### config.mk
export PLATFORM = sky130hd
export DESIGN_NAME = polyblep_triangle_oscillator_flat
export DESIGN_NICKNAME = d
export VERILOG_FILES = /design/src/pbt_pkg.sv /design/src/pbt_if.sv /design/src/polyblep_triangle_oscillator.sv /design/src/pbt_ctrl.sv /design/src/pbt_dp.sv /design/src/flat_wrapper.sv
export SDC_FILE = /design/constraint.sdc
export NUM_CORES = 2
export LEC_CHECK = 0
export ABC_CLOCK_PERIOD_IN_PS = 21200
export BUFFER_PORTS_ARGS = -buffer_cell sky130_fd_sc_hd__buf_2
export CORE_MARGIN = 2
export CORE_UTILIZATION = 60
export CTS_BUF_LIST = sky130_fd_sc_hd__clkbuf_4 sky130_fd_sc_hd__clkbuf_8
export DETAILED_ROUTE_END_ITERATION = 12
export PLACE_DENSITY = 0.84
export RECOVER_POWER = 50
export SKIP_CTS_REPAIR_TIMING = 1
export SKIP_LAST_GASP = 1
export SLEW_MARGIN = 20
export SYNTH_ARGS = -nofsm -noshare
export SYNTH_HDL_FRONTEND = slang
export SYNTH_SLANG_ARGS = --single-unit
### constraint.sdc
create_clock -name clk -period 21.2 [get_ports clk]
set_clock_uncertainty 0.15 [all_clocks]
set_input_delay 1.06 -clock clk [delete_from_list [all_inputs] [get_ports clk]]
set_output_delay 1.06 -clock clk [all_outputs]
set_load 0.05 [all_outputs]
### src/pbt_pkg.sv
// Shared types for the band-limited triangle oscillator.
// Holds the controller state enum and the control/status structs.
// No dependencies.
package pbt_pkg;

	typedef enum logic [2:0] {
		ST_IDLE,
		ST_EDGE,
		ST_DIV,
		ST_SQ,
		ST_MIX,
		ST_MUL,
		ST_WRITE
	} state_t;

	// Controller to datapath commands
	typedef struct packed {
		logic load_tick;
		logic load_reset;
		logic edge_start;
		logic edge_sel;
		logic div_step;
		logic sq_acc;
		logic mix;
		logic mul;
		logic commit;
	} ctl_t;

	// Datapath to controller status
	typedef struct packed {
		logic rst_cmd;
		logic edge_hit;
		logic div_last;
		logic out_free;
	} sts_t;

endpackage

### src/pbt_if.sv
// Valid/ready channel interfaces for the triangle oscillator.
// pbt_item_if carries command items in, pbt_sample_if carries samples out.
// No dependencies.
interface pbt_item_if #(
	parameter int PHASE_BITS = 24
);
	logic                  valid;
	logic                  ready;
	logic                  cmd;
	logic [PHASE_BITS-1:0] phase_step;
	logic [PHASE_BITS-1:0] new_phase;

	modport source (output valid, output cmd, output phase_step, output new_phase, input ready);
	modport sink (input valid, input cmd, input phase_step, input new_phase, output ready);
endinterface

interface pbt_sample_if #(
	parameter int SAMPLE_BITS = 24
);
	logic                          valid;
	logic                          ready;
	logic signed [SAMPLE_BITS-1:0] sample;

	modport source (output valid, output sample, input ready);
	modport sink (input valid, input sample, output ready);
endinterface

### src/polyblep_triangle_oscillator.sv
// Top level of the band-limited triangle oscillator.
// Depends on pbt_pkg, pbt_item_if, pbt_sample_if, pbt_ctrl and pbt_dp.
//
//   Port      Dir   Payload                                  Handshake
//   items     sink  cmd, phase_step, new_phase (Q0.P)        valid/ready
//   samples   src   sample (signed Q3.(S-3), saturated)      valid/ready
//
// A reset item (cmd = 1) loads the phase, clears the integrator and gives
// no sample. A tick tests both edges in turn; each edge that needs a
// PolyBLEP correction runs the shared restoring divider, which produces
// one quotient bit per cycle, and then a squaring step. The tick then
// mixes, multiplies and writes the sample. The finished sample sits in an
// output register, so the next item is accepted while it waits; a full
// register stalls only the final write of the following tick.
// Asynchronous reset clears the phase, integrator and output valid.
module polyblep_triangle_oscillator #(
	parameter int PHASE_BITS  = 24,
	parameter int SAMPLE_BITS = 24
) (
	input  logic         clk,
	input  logic         arst_n,
	pbt_item_if.sink     items,
	pbt_sample_if.source samples
);
	import pbt_pkg::*;

	ctl_t ctl;
	sts_t sts;

	// Sequencer: accepts items only between ticks, steps the datapath
	pbt_ctrl u_ctrl (
		.clk      (clk),
		.arst_n   (arst_n),
		.in_valid (items.valid),
		.in_ready (items.ready),
		.ctl      (ctl),
		.sts      (sts)
	);

	// Datapath: state, edge tests, divider, squarer, integrator, output
	pbt_dp #(
		.PHASE_BITS  (PHASE_BITS),
		.SAMPLE_BITS (SAMPLE_BITS)
	) u_dp (
		.clk        (clk),
		.arst_n     (arst_n),
		.ctl        (ctl),
		.sts        (sts),
		.cmd        (items.cmd),
		.phase_step (items.phase_step),
		.new_phase  (items.new_phase),
		.out_valid  (samples.valid),
		.out_ready  (samples.ready),
		.sample     (samples.sample)
	);

endmodule

### src/pbt_ctrl.sv
// Sequencing state machine for the triangle oscillator.
// Depends on pbt_pkg for state_t, ctl_t and sts_t.
module pbt_ctrl (
	input  logic          clk,
	input  logic          arst_n,
	input  logic          in_valid,
	output logic          in_ready,
	output pbt_pkg::ctl_t ctl,
	input  pbt_pkg::sts_t sts
);
	import pbt_pkg::*;

	state_t state_q, state_d;
	logic   edge_q, edge_d;

	always_ff @(posedge clk or negedge arst_n) begin
		if (!arst_n) begin
			state_q <= ST_IDLE;
			edge_q  <= 1'b0;
		end else begin
			state_q <= state_d;
			edge_q  <= edge_d;
		end
	end

	always_comb begin
		state_d      = state_q;
		edge_d       = edge_q;
		in_ready     = 1'b0;
		ctl          = '0;
		ctl.edge_sel = edge_q;
		case (state_q)
			ST_IDLE: begin
				in_ready = 1'b1;
				if (in_valid) begin
					if (sts.rst_cmd) begin
						ctl.load_reset = 1'b1;
					end else begin
						ctl.load_tick = 1'b1;
						edge_d        = 1'b0;
						state_d       = ST_EDGE;
					end
				end
			end
			ST_EDGE: begin
				ctl.edge_start = 1'b1;
				if (sts.edge_hit) begin
					state_d = ST_DIV;
				end else if (edge_q) begin
					state_d = ST_MIX;
				end else begin
					edge_d = 1'b1;
				end
			end
			ST_DIV: begin
				ctl.div_step = 1'b1;
				if (sts.div_last) begin
					state_d = ST_SQ;
				end
			end
			ST_SQ: begin
				ctl.sq_acc = 1'b1;
				if (edge_q) begin
					state_d = ST_MIX;
				end else begin
					edge_d  = 1'b1;
					state_d = ST_EDGE;
				end
			end
			ST_MIX: begin
				ctl.mix = 1'b1;
				state_d = ST_MUL;
			end
			ST_MUL: begin
				ctl.mul = 1'b1;
				state_d = ST_WRITE;
			end
			ST_WRITE: begin
				if (sts.out_free) begin
					ctl.commit = 1'b1;
					state_d    = ST_IDLE;
				end
			end
			default: begin
				state_d = ST_IDLE;
			end
		endcase
	end

	// Divider runs its full length before squaring
	assert property (@(posedge clk) disable iff (!arst_n)
		(state_q == ST_DIV && !sts.div_last) |=> state_q == ST_DIV)
		else $error("divider left early");

	// A finished sample never overwrites one still waiting
	assert property (@(posedge clk) disable iff (!arst_n)
		ctl.commit |-> sts.out_free)
		else $error("commit while output register full");

	// Both edges are tested before the mix step of a tick
	assert property (@(posedge clk) disable iff (!arst_n)
		(state_q == ST_MIX) |-> edge_q)
		else $error("mix reached before both edges");

endmodule

### src/pbt_dp.sv
// Datapath of the triangle oscillator: phase and integrator state, edge
// tests, shared restoring divider, squarer, leaky integrator, output register.
// Depends on pbt_pkg for ctl_t and sts_t.
module pbt_dp #(
	parameter int PHASE_BITS  = 24,
	parameter int SAMPLE_BITS = 24
) (
	input  logic                          clk,
	input  logic                          arst_n,
	input  pbt_pkg::ctl_t                 ctl,
	output pbt_pkg::sts_t                 sts,
	input  logic                          cmd,
	input  logic [PHASE_BITS-1:0]         phase_step,
	input  logic [PHASE_BITS-1:0]         new_phase,
	output logic                          out_valid,
	input  logic                          out_ready,
	output logic signed [SAMPLE_BITS-1:0] sample
);
	import pbt_pkg::*;

	localparam int P    = PHASE_BITS;
	localparam int S    = SAMPLE_BITS;
	localparam int XW   = P + 3;
	localparam int CW   = $clog2(P);
	localparam int SH   = P - (S - 3);
	localparam int SHR  = (SH > 0) ? SH : 0;
	localparam int SHL  = (SH < 0) ? -SH : 0;
	localparam int XMW0 = P + 2 + SHL;
	localparam int XMW  = (XMW0 > S) ? XMW0 : S;
	localparam int PMW  = P + S + 1;

	localparam logic [XW-1:0] X_POS  = {3'b001, {P{1'b0}}};
	localparam logic [XW-1:0] X_NEG  = {3'b111, {P{1'b0}}};
	localparam logic [P:0]    ONE_P1 = {1'b1, {P{1'b0}}};

	logic [P-1:0]          phase_q;
	logic signed [S-1:0]   integ_q;
	logic                  out_valid_q;
	logic signed [S-1:0]   out_q;
	logic [P-1:0]          step_q;
	logic [XW-1:0]         x_q;
	logic [P-1:0]          rem_q;
	logic [P-1:0]          quo_q;
	logic [CW-1:0]         cnt_q;
	logic                  kind_q;
	logic                  neg_q;
	logic [S:0]            mag_q;
	logic [S:0]            prod_q;

	// Edge test
	logic [P-1:0] t_pt;
	logic [P:0]   t_sum;
	logic         step_nz, hit_rise, hit_fall;
	logic [P-1:0] div_num;

	// Divider step
	logic [P:0] rem_sh;
	logic       rem_ge;

	// Squarer
	logic [P-1:0]   r_val;
	logic [2*P-1:0] sq_full;
	logic [P:0]     sq_val;
	logic [XW-1:0]  sq_ext;

	// Truncation and integrator difference
	logic          x_neg;
	logic [XW-1:0] x_abs;
	logic [XMW-1:0] xm_wide;
	logic [S-1:0]   xf_mag;
	logic [S+1:0]   xf_ext, integ_ext, diff, diff_abs;

	// Product and update
	logic [PMW-1:0] prod_full;
	logic [S+1:0]   y_val;
	logic signed [S-1:0] y_sat;

	always_comb begin
		t_pt     = {phase_q[P-1] ^ ctl.edge_sel, phase_q[P-2:0]};
		t_sum    = {1'b0, t_pt} + {1'b0, step_q};
		step_nz  = |step_q;
		hit_rise = step_nz && (t_pt < step_q);
		hit_fall = step_nz && !hit_rise && (t_sum > ONE_P1);
		div_num  = hit_rise ? t_pt : (P'(0) - t_pt);

		rem_sh = {rem_q, 1'b0};
		rem_ge = rem_sh >= {1'b0, step_q};

		r_val   = P'(0) - quo_q;
		sq_full = (2*P)'(r_val) * (2*P)'(r_val);
		sq_val  = (quo_q == '0) ? ONE_P1 : {1'b0, sq_full[2*P-1:P]};
		sq_ext  = {2'b00, sq_val};

		x_neg     = x_q[XW-1];
		x_abs     = x_neg ? (XW'(0) - x_q) : x_q;
		xm_wide   = (XMW'(x_abs[P+1:0]) >> SHR) << SHL;
		xf_mag    = xm_wide[S-1:0];
		xf_ext    = x_neg ? ((S+2)'(0) - {2'b00, xf_mag}) : {2'b00, xf_mag};
		integ_ext = {{2{integ_q[S-1]}}, integ_q};
		diff      = xf_ext - integ_ext;
		diff_abs  = diff[S+1] ? ((S+2)'(0) - diff) : diff;

		prod_full = PMW'(step_q) * PMW'(mag_q);

		y_val = neg_q ? (integ_ext - {1'b0, prod_q}) : (integ_ext + {1'b0, prod_q});
		if (y_val[S+1:S-1] == 3'b000 || y_val[S+1:S-1] == 3'b111) begin
			y_sat = y_val[S-1:0];
		end else if (y_val[S+1]) begin
			y_sat = {1'b1, {(S-1){1'b0}}};
		end else begin
			y_sat = {1'b0, {(S-1){1'b1}}};
		end
	end

	// Architectural state and output handshake
	always_ff @(posedge clk or negedge arst_n) begin
		if (!arst_n) begin
			phase_q     <= '0;
			integ_q     <= '0;
			out_valid_q <= 1'b0;
		end else begin
			if (ctl.load_reset) begin
				phase_q <= new_phase;
				integ_q <= '0;
			end
			if (ctl.commit) begin
				phase_q     <= phase_q + step_q;
				integ_q     <= y_sat;
				out_valid_q <= 1'b1;
			end else if (out_ready) begin
				out_valid_q <= 1'b0;
			end
		end
	end

	// Working registers
	always_ff @(posedge clk) begin
		if (ctl.load_tick) begin
			step_q <= phase_step;
			x_q    <= phase_q[P-1] ? X_NEG : X_POS;
		end
		if (ctl.edge_start) begin
			rem_q  <= div_num;
			quo_q  <= '0;
			cnt_q  <= '0;
			kind_q <= hit_fall;
		end
		if (ctl.div_step) begin
			rem_q <= rem_ge ? P'(rem_sh - {1'b0, step_q}) : rem_sh[P-1:0];
			quo_q <= {quo_q[P-2:0], rem_ge};
			cnt_q <= cnt_q + 1'b1;
		end
		if (ctl.sq_acc) begin
			// edge_sel clear: rising hit subtracts, falling adds; edge_sel set inverts both
			x_q <= (kind_q ^ ctl.edge_sel) ? (x_q + sq_ext) : (x_q - sq_ext);
		end
		if (ctl.mix) begin
			neg_q <= diff[S+1];
			mag_q <= diff_abs[S:0];
		end
		if (ctl.mul) begin
			prod_q <= prod_full[PMW-1:P];
		end
		if (ctl.commit) begin
			out_q <= y_sat;
		end
	end

	assign sts.rst_cmd  = cmd;
	assign sts.edge_hit = hit_rise || hit_fall;
	assign sts.div_last = (cnt_q == CW'(P - 1));
	assign sts.out_free = !out_valid_q || out_ready;
	assign out_valid    = out_valid_q;
	assign sample       = out_q;

	// Partial remainder stays below the divisor
	assert property (@(posedge clk) disable iff (!arst_n)
		ctl.div_step |-> rem_q < step_q)
		else $error("divider remainder out of range");

	// Reset item loads the phase and clears the integrator
	assert property (@(posedge clk) disable iff (!arst_n)
		ctl.load_reset |=> (phase_q == $past(new_phase)) && (integ_q == '0))
		else $error("reset item not applied");

	// Phase advances by exactly the step on each sample
	assert property (@(posedge clk) disable iff (!arst_n)
		ctl.commit |=> phase_q == $past(P'(phase_q + step_q)))
		else $error("phase advance mismatch");

endmodule
### src/flat_wrapper.sv
// flat-port wrapper written by rule: the top's interface ports become plain ports
module polyblep_triangle_oscillator_flat import pbt_pkg::*;
#(
	parameter int PHASE_BITS  = 24,
	parameter int SAMPLE_BITS = 24
)
  (clk, arst_n, items_valid, items_cmd, items_phase_step, items_new_phase, items_ready, samples_valid, samples_sample, samples_ready);
  pbt_item_if #(.PHASE_BITS(PHASE_BITS)) items_i ();
  pbt_sample_if #(.SAMPLE_BITS(SAMPLE_BITS)) samples_i ();
  input  logic clk;
  input  logic arst_n;
  input wire logic [$bits(items_i.valid)-1:0] items_valid;
  input wire logic [$bits(items_i.cmd)-1:0] items_cmd;
  input wire logic [$bits(items_i.phase_step)-1:0] items_phase_step;
  input wire logic [$bits(items_i.new_phase)-1:0] items_new_phase;
  output wire logic [$bits(items_i.ready)-1:0] items_ready;
  output wire logic [$bits(samples_i.valid)-1:0] samples_valid;
  output wire logic [$bits(samples_i.sample)-1:0] samples_sample;
  input wire logic [$bits(samples_i.ready)-1:0] samples_ready;
  assign items_i.valid = items_valid;
  assign items_i.cmd = items_cmd;
  assign items_i.phase_step = items_phase_step;
  assign items_i.new_phase = items_new_phase;
  assign items_ready = items_i.ready;
  assign samples_valid = samples_i.valid;
  assign samples_sample = samples_i.sample;
  assign samples_i.ready = samples_ready;
  polyblep_triangle_oscillator #(.PHASE_BITS(PHASE_BITS), .SAMPLE_BITS(SAMPLE_BITS)) u_core (.clk(clk), .arst_n(arst_n), .items(items_i), .samples(samples_i));
endmodule
-- Word level (Yosys, flattened, before mapping)
Index checks and enable logic that the tools add are counted.
- register bits after elaboration: 233
- logic and storage cells: 118
- output and inout bits: 26
- bitwise operators: 2
- $add $sub $neg: 14
- mux-type cells: 49
- reductions and logical operators: 19
- equality and inequality tests: 14
- $mul: 2
- order comparisons: 3
- operators by type and width (cell ; count):
    two-way mux 24 bit ; 12
    two-way mux 27 bit ; 4
    two-way mux 26 bit ; 3
    two-way mux 25 bit ; 2
    multiplier 24 x 25 -> 49 bit ; 1
    multiplier 24 x 24 -> 48 bit ; 1
    subtractor 1 x 24 -> 24 bit, first input constant ; 2
    adder 27 x 25 -> 27 bit ; 1
    subtractor 27 x 25 -> 27 bit ; 1
    adder 26 x 25 -> 26 bit ; 1
    subtractor 1 x 26 -> 26 bit, first input constant ; 1
    subtractor 26 x 25 -> 26 bit ; 1
    subtractor 26 bit ; 1
    adder 24 x 24 -> 25 bit ; 1
    >= comparator 25 x 24 -> 1 bit ; 1
    greater-than comparator 25 bit, second input constant ; 1
    subtractor 1 x 25 -> 25 bit, first input constant ; 1
    adder 24 bit ; 1
    logical NOT 24 bit ; 1
    less-than comparator 24 bit ; 1
    OR reduction 24 bit ; 1
    subtractor 1 x 23 -> 24 bit, first input constant ; 1
    subtractor 24 bit ; 1
    two-way mux 3 bit ; 7
    other kinds (22) ; 55

-- Longest topological paths before layout
- depth in word-level cells: 9
- gate-level depth with buffers: 53
- gate-level depth less buffers: 48

-- Cells and area by module
From an unflattened synthesis, not the netlist that was laid out.
- cell total of the unflattened synthesis: 5900
- area, all modules: 53338.7 um^2
- by module, submodules not included (module ; instances ; area each (um^2) ; cells each):
    pbt_dp ; 1 ; 52978.3 ; 5860
    pbt_ctrl ; 1 ; 360.3 ; 40

-- Least setup slack after synthesis
Ideal clock, no wire load.
- path kind: reg2reg
- start: register u_core.u_dp.quo_q[0]
- end: register u_core.u_dp.x_q[26], data pin
- data arrival time: 12.368 ns
- cell stages (with the launch flop): 47
- path slack: 8.550 ns
- data required time: 20.918 ns
- setup time: 0.132 ns
- period minus slack after synthesis: 12.650 ns
- cells stage by stage: edfxtp_1 clkbuf_1 clkinv_1 ha_1 or4b_2 clkbuf_1 nor2_1 nand2_1 or4_1 xnor2_1 inv_1 and2_1 fa_1 fa_1 inv_1 fa_1 inv_1 fa_1 [11 not listed] xnor2_1 o41ai_1 nand3_1 o2bb2ai_1 a32o_1 ha_1 and3_1 nand3_1 a211o_1 a311oi_1 a21oi_1 o31ai_1 o221ai_1 o21a_1 or3_1 or3_1 and4_1 nand2_1
- cells in the longest elaborated chain, start to end: 6
- elaborated cells between the ends (all ways): 8
- those cells by class: add/sub: 3; mul: 1; mux: 3; reduce/logical: 1
- ends and longest elaborated chain (item ; line ; text):
    start: declaration ; pbt_dp.sv:43 ; logic [P-1:0] quo_q;
    start signal: assignment ; pbt_dp.sv:150 ; quo_q <= {quo_q[P-2:0], rem_ge};
    subtractor 1 x 24 -> 24 bit ; pbt_dp.sv:89 ; r_val = P'(0) - quo_q;
    multiplier 24 x 24 -> 48 bit ; pbt_dp.sv:90 ; sq_full = (2*P)'(r_val) * (2*P)'(r_val);
    two-way mux 25 bit (*) ; pbt_dp.sv:91 ; sq_val = (quo_q == '0) ? ONE_P1 : {1'b0, sq_full[2*P-1:P]};
    subtractor 27 x 25 -> 27 bit or adder 27 x 25 -> 27 bit (tied branches) ; pbt_dp.sv:155 ; x_q <= (kind_q ^ ctl.edge_sel) ? (x_q + sq_ext) : (x_q - sq_ext);
    two-way mux 27 bit (*) ; pbt_dp.sv:155 ;
    two-way mux 27 bit (*) ; pbt_dp.sv:153 ; if (ctl.sq_acc) begin
    end signal: assignment ; pbt_dp.sv:140 ; x_q <= phase_q[P-1] ? X_NEG : X_POS;
    end signal: assignment ; pbt_dp.sv:155 ;
    end: declaration ; pbt_dp.sv:41 ; logic [XW-1:0] x_q;
Every way passes the cells marked *; elsewhere a longest branch is shown, timed or not.
A chain may end at the register's enable or synchronous reset.

-- Worst setup path in the final report
Ends and elaborated chain as after synthesis.

==> results by stage <==
Drt:
- The first routing iteration left 3962 violations.
- After detailed routing, the number of remaining DRC violations is 0.
- The detail route stage leaves a number of antenna-violating nets equal to 0.
- The wire length per cell after detailed routing is 19.84 µm.
- The detailed router placed around 42000 vias in this run.
- The iteration count of the initial detailed-routing pass is 7.
- The detail-routed via count per cell is 5.942.
- Wires add up to 140500 µm.

Worst setup path:
- The source of the critical timing path is u_core.u_dp.quo_q[0]$_SDFFCE_PN0P_.
- The worst register-to-register path begins at u_core.u_dp.quo_q[0]$_SDFFCE_PN0P_.
- The kind of start point of the critical path is a flip-flop.
- For this run, the slowest stage of the critical path takes 0.71 ns.
- The count of buffer and inverter cells on the critical path is 6.
- The slowest stage cell on the critical path is sky130_fd_sc_hd__edfxtp_1.
- The worst endpoint required time is 21.56 ns.
- By instance count, the cell type seen most on the critical path is sky130_fd_sc_hd__fa_1.
- Data on the critical path arrives at its endpoint at around 15 ns.
- Along the worst path, the maximum fanout reaches 19.
- The critical path in this run is classified as reg2reg.
- STA classifies the critical path endpoint as a flip-flop.
- The cell family contributing the most delay on the critical path is adder cells.

Finish:
- The multi-input combinational cells in the finished layout cover a total of 40610 µm².
- The number of fill cells in the layout is 6930.
- The fraction of final layout cells sized beyond drive strength 1 is 4.173%.
- Across the whole layout, storage elements account for 6731 µm².
- After the last flow step, the layout net total stands at 7358.
- The synthesis-to-finish area growth is 4.994%.

Timing:
- Of the available clock period, the critical path in the final layout requires 71.04%.
- The setup-violating endpoint count in the final report is 0.
- Setup repair after global routing left no endpoint under its margin.
- After routing, the total negative slack on setup checks comes to 0 ns.
- The final count of hold timing violations was 0.
- The number of pins with negative max-slew slack in the final report was 212.
- The worst pin sits at a relative slew slack of -132.6%.
- Timing would allow up to roughly 66 MHz.
- For the pin with the worst max-slew slack, the measured transition is 3.488 ns.
- After layout, the minimum clock period comes to around 15 ns.

GRT:
- Across every metal layer, demand over resource in global routing totals between 30% and 40%.
- The first global-routing pass estimated 227900 µm of wire.
- Entering global routing, the biggest net connects 54 pins.
- The number of global-route vias before repair was 43894.
- After global routing the overflow that remains totals 0.
- The number of antenna violations at the first check in global routing came to 4.

Clock tree:
- The maximum level of the CTS H-tree is 2.
- The longest clock path from root to sink contains 3 buffers.
- Clock tree synthesis found a total of 233 sinks.
- TritonCTS built the clock tree.
- The later pin in the worst-skew pair is clocked with a latency of 0.65 ns.
- The total CTS buffers is 43.
- The root buffer selected by CTS is sky130_fd_sc_hd__clkbuf_8.
- After clock tree synthesis, the clock-pin slew on the worst setup and hold paths is 0.07 ns.

Placed design:
- Detailed placement ended at an HPWL of roughly 110000 µm.
- During placement, the flow inserted port buffers numbering 78.
- At the end of routability-driven placement, the weighted congestion stood at roughly 0.96.

Yosys:
- The average instance in the mapped netlist occupies 8.935 µm².
- By instance count, the leading cell after synthesis is sky130_fd_sc_hd__inv_1.
- The dominant synthesized flop cell is sky130_fd_sc_hd__edfxtp_1.
- The number of standard cells after synthesis is 5908.
- Counting instances in the post-synthesis netlist gives the leading cell types as 1207 x sky130_fd_sc_hd__inv_1, 930 x sky130_fd_sc_hd__fa_1, 730 x sky130_fd_sc_hd__nand2_1, 491 x sky130_fd_sc_hd__ha_1, 319 x sky130_fd_sc_hd__nor2_1.
- For this run, the register share of the synthesized area comes to between 10% and 20%.
- The area of the mapped netlist is between 50000 and 60000 µm².
- The top cell type by area accounts for between 30% and 40% of the synthesized area.
- The number of different library cells used by synthesis comes to 83.
- Sorting the synthesized cells by area gives the leading types as sky130_fd_sc_hd__fa_1 35%, sky130_fd_sc_hd__ha_1 12%, sky130_fd_sc_hd__edfxtp_1 10%.
- When the netlist entered floorplanning its net count stood at roughly 7400.
- The number of flops mapped to enable cells by yosys is 180.
- The number of warnings issued by yosys is 0.
- The most area-hungry cell type in the Yosys netlist is sky130_fd_sc_hd__fa_1.
- For this run, asynchronously set or reset flops after synthesis account for 22.75%.
- In this run, synthesis produced a sequential element count of 233.

Min path:
- The class of the tightest hold or removal check is reg2reg.
- The startpoint identified for the worst hold timing path is u_core.u_dp.out_valid$_DFFE_PN0P_.

Die:
- The die outline height is around 300 µm.
- The floorplan step defined a die boundary enclosing about 90000 µm².
- The floorplan step defined a core boundary enclosing ~87000 µm².
- The row count is 108.
- During I/O placement, the number of pins put on the boundary was 79.
- The die is 300.6 µm wide.
- The starting utilization of the core area is 60.66%.

Status:
- The checks that failed: max-capacitance violations, max-slew violations.
- The flow ran to the end, but the final reports show violations.

Flow run:
- The total of max-cap violations is 5.
==> layout by cell type, fill, tap and decap left out, drive strengths merged, types with 29 or more instances in the layout <==
| master | Yosys | final |
|---|---|---|
| inv | 1210 | 1213 |
| fa | 930 | 930 |
| nand2 | 730 | 730 |
| ha | 491 | 491 |
| nor2 | 319 | 319 |
| and2 | 256 | 256 |
| a21oi | 242 | 242 |
| xnor2 | 185 | 185 |
| edfxtp | 180 | 180 |
| o21ai | 143 | 143 |
| buf | 13 | 137 |
| xor2 | 101 | 101 |
| nor3 | 81 | 81 |
| a21o | 80 | 80 |
| clkbuf | 224 | 80 |
| nand3 | 64 | 64 |
| dfrtp | 53 | 53 |
| nand2b | 45 | 45 |
| nor2b | 40 | 40 |
| nand4 | 37 | 37 |
| mux2i | 34 | 34 |
| or3 | 33 | 33 |
| o21a | 30 | 30 |
| and3 | 29 | 29 |
==> tightest hold or removal path: stages (launching register included) <==
cell	delay (ns)
sky130_fd_sc_hd__dfrtp_1	0.34
sky130_fd_sc_hd__nand2b_1	0.11
sky130_fd_sc_hd__nand2_1	0.08
==> path summary, 6_finish.rpt <==
path,slack [ns],to,cells after the start
worst min-delay path,0.42,u_core.u_dp.out_valid$_DFFE_PN0P_,2
worst max-delay path,6.14,u_core.u_dp.x_q[26]$_DFFE_PP_,44
min in group asynchronous,1.34,u_core.u_dp.integ_q[12]$_DFFE_PN0P_,2
worst max register to register,6.14,u_core.u_dp.x_q[26]$_DFFE_PP_,44
worst min register to register,0.42,u_core.u_dp.out_valid$_DFFE_PN0P_,2
max in group asynchronous,17.84,u_core.u_dp.phase_q[5]$_DFFE_PN0P_,2
==> logic make-up (layout without fill, tap and decap cells) <==
logic type      count (synthesis)  after routing  synth area share (%)
xor+xnor                      286            286                 4.745
fa+ha+maj                    1421           1421                 46.91
buf+inv                      1454           1465                 10.37
simple gates                 1725           1725                 15.34
flops                         233            233                 12.75
compound gates                752            752                 9.178
mux                            37             37                0.7087
other cells                     0              6                     0
==> per-layer routing <==
metal  up-vias  track usage (%)  share of wire, %
met5         -                0             0.013
met4         2            12.70               4.7
met3       487            6.320                11
met2      2174            51.84                47
met1     20850            42.16                38
li1      18557                -                 -
==> state kept, by name, indices dropped and copies added, names as in the netlist, 5 cells and up <==
register             cells
u_core.u_dp.cnt_q        5
u_core.u_dp.integ_q     24
u_core.u_dp.quo_q       24
u_core.u_dp.step_q      24
u_core.u_dp.prod_q      25
u_core.u_dp.rem_q       24
u_core.u_dp.sample      24
u_core.u_dp.phase_q     24
u_core.u_dp.x_q         27
u_core.u_dp.mag_q       25
==> area by class of cell <==
type	count	area share, %
clock inverter	31	0.7292
sequential	233	12.15
inverter	1217	8.242
multi-input combinational	4221	73.27
clock buffer	49	1.160
tap	1155	2.607
antenna	6	0.02709
timing repair buffer	168	1.822
==> metrics by stage <==
stage	hold slack (ns)	instances	cell area [µm²]	util, %	setup slack [ns]
after floorplan	0.3440	5908	52790	-	8.550
after global placement	0.4004	6994	54420	62.53	6.719
after detailed placement	0.4007	6994	54420	62.53	6.314
after CTS	0.3933	7074	55470	63.74	6.259
after global routing	0.4159	7075	55410	63.67	5.265
final	0.4155	7080	55420	63.69	6.139
Power is left out: the tool's default activity adds up to more than one toggle a clock period on the data nets, which glitch-free logic cannot reach.
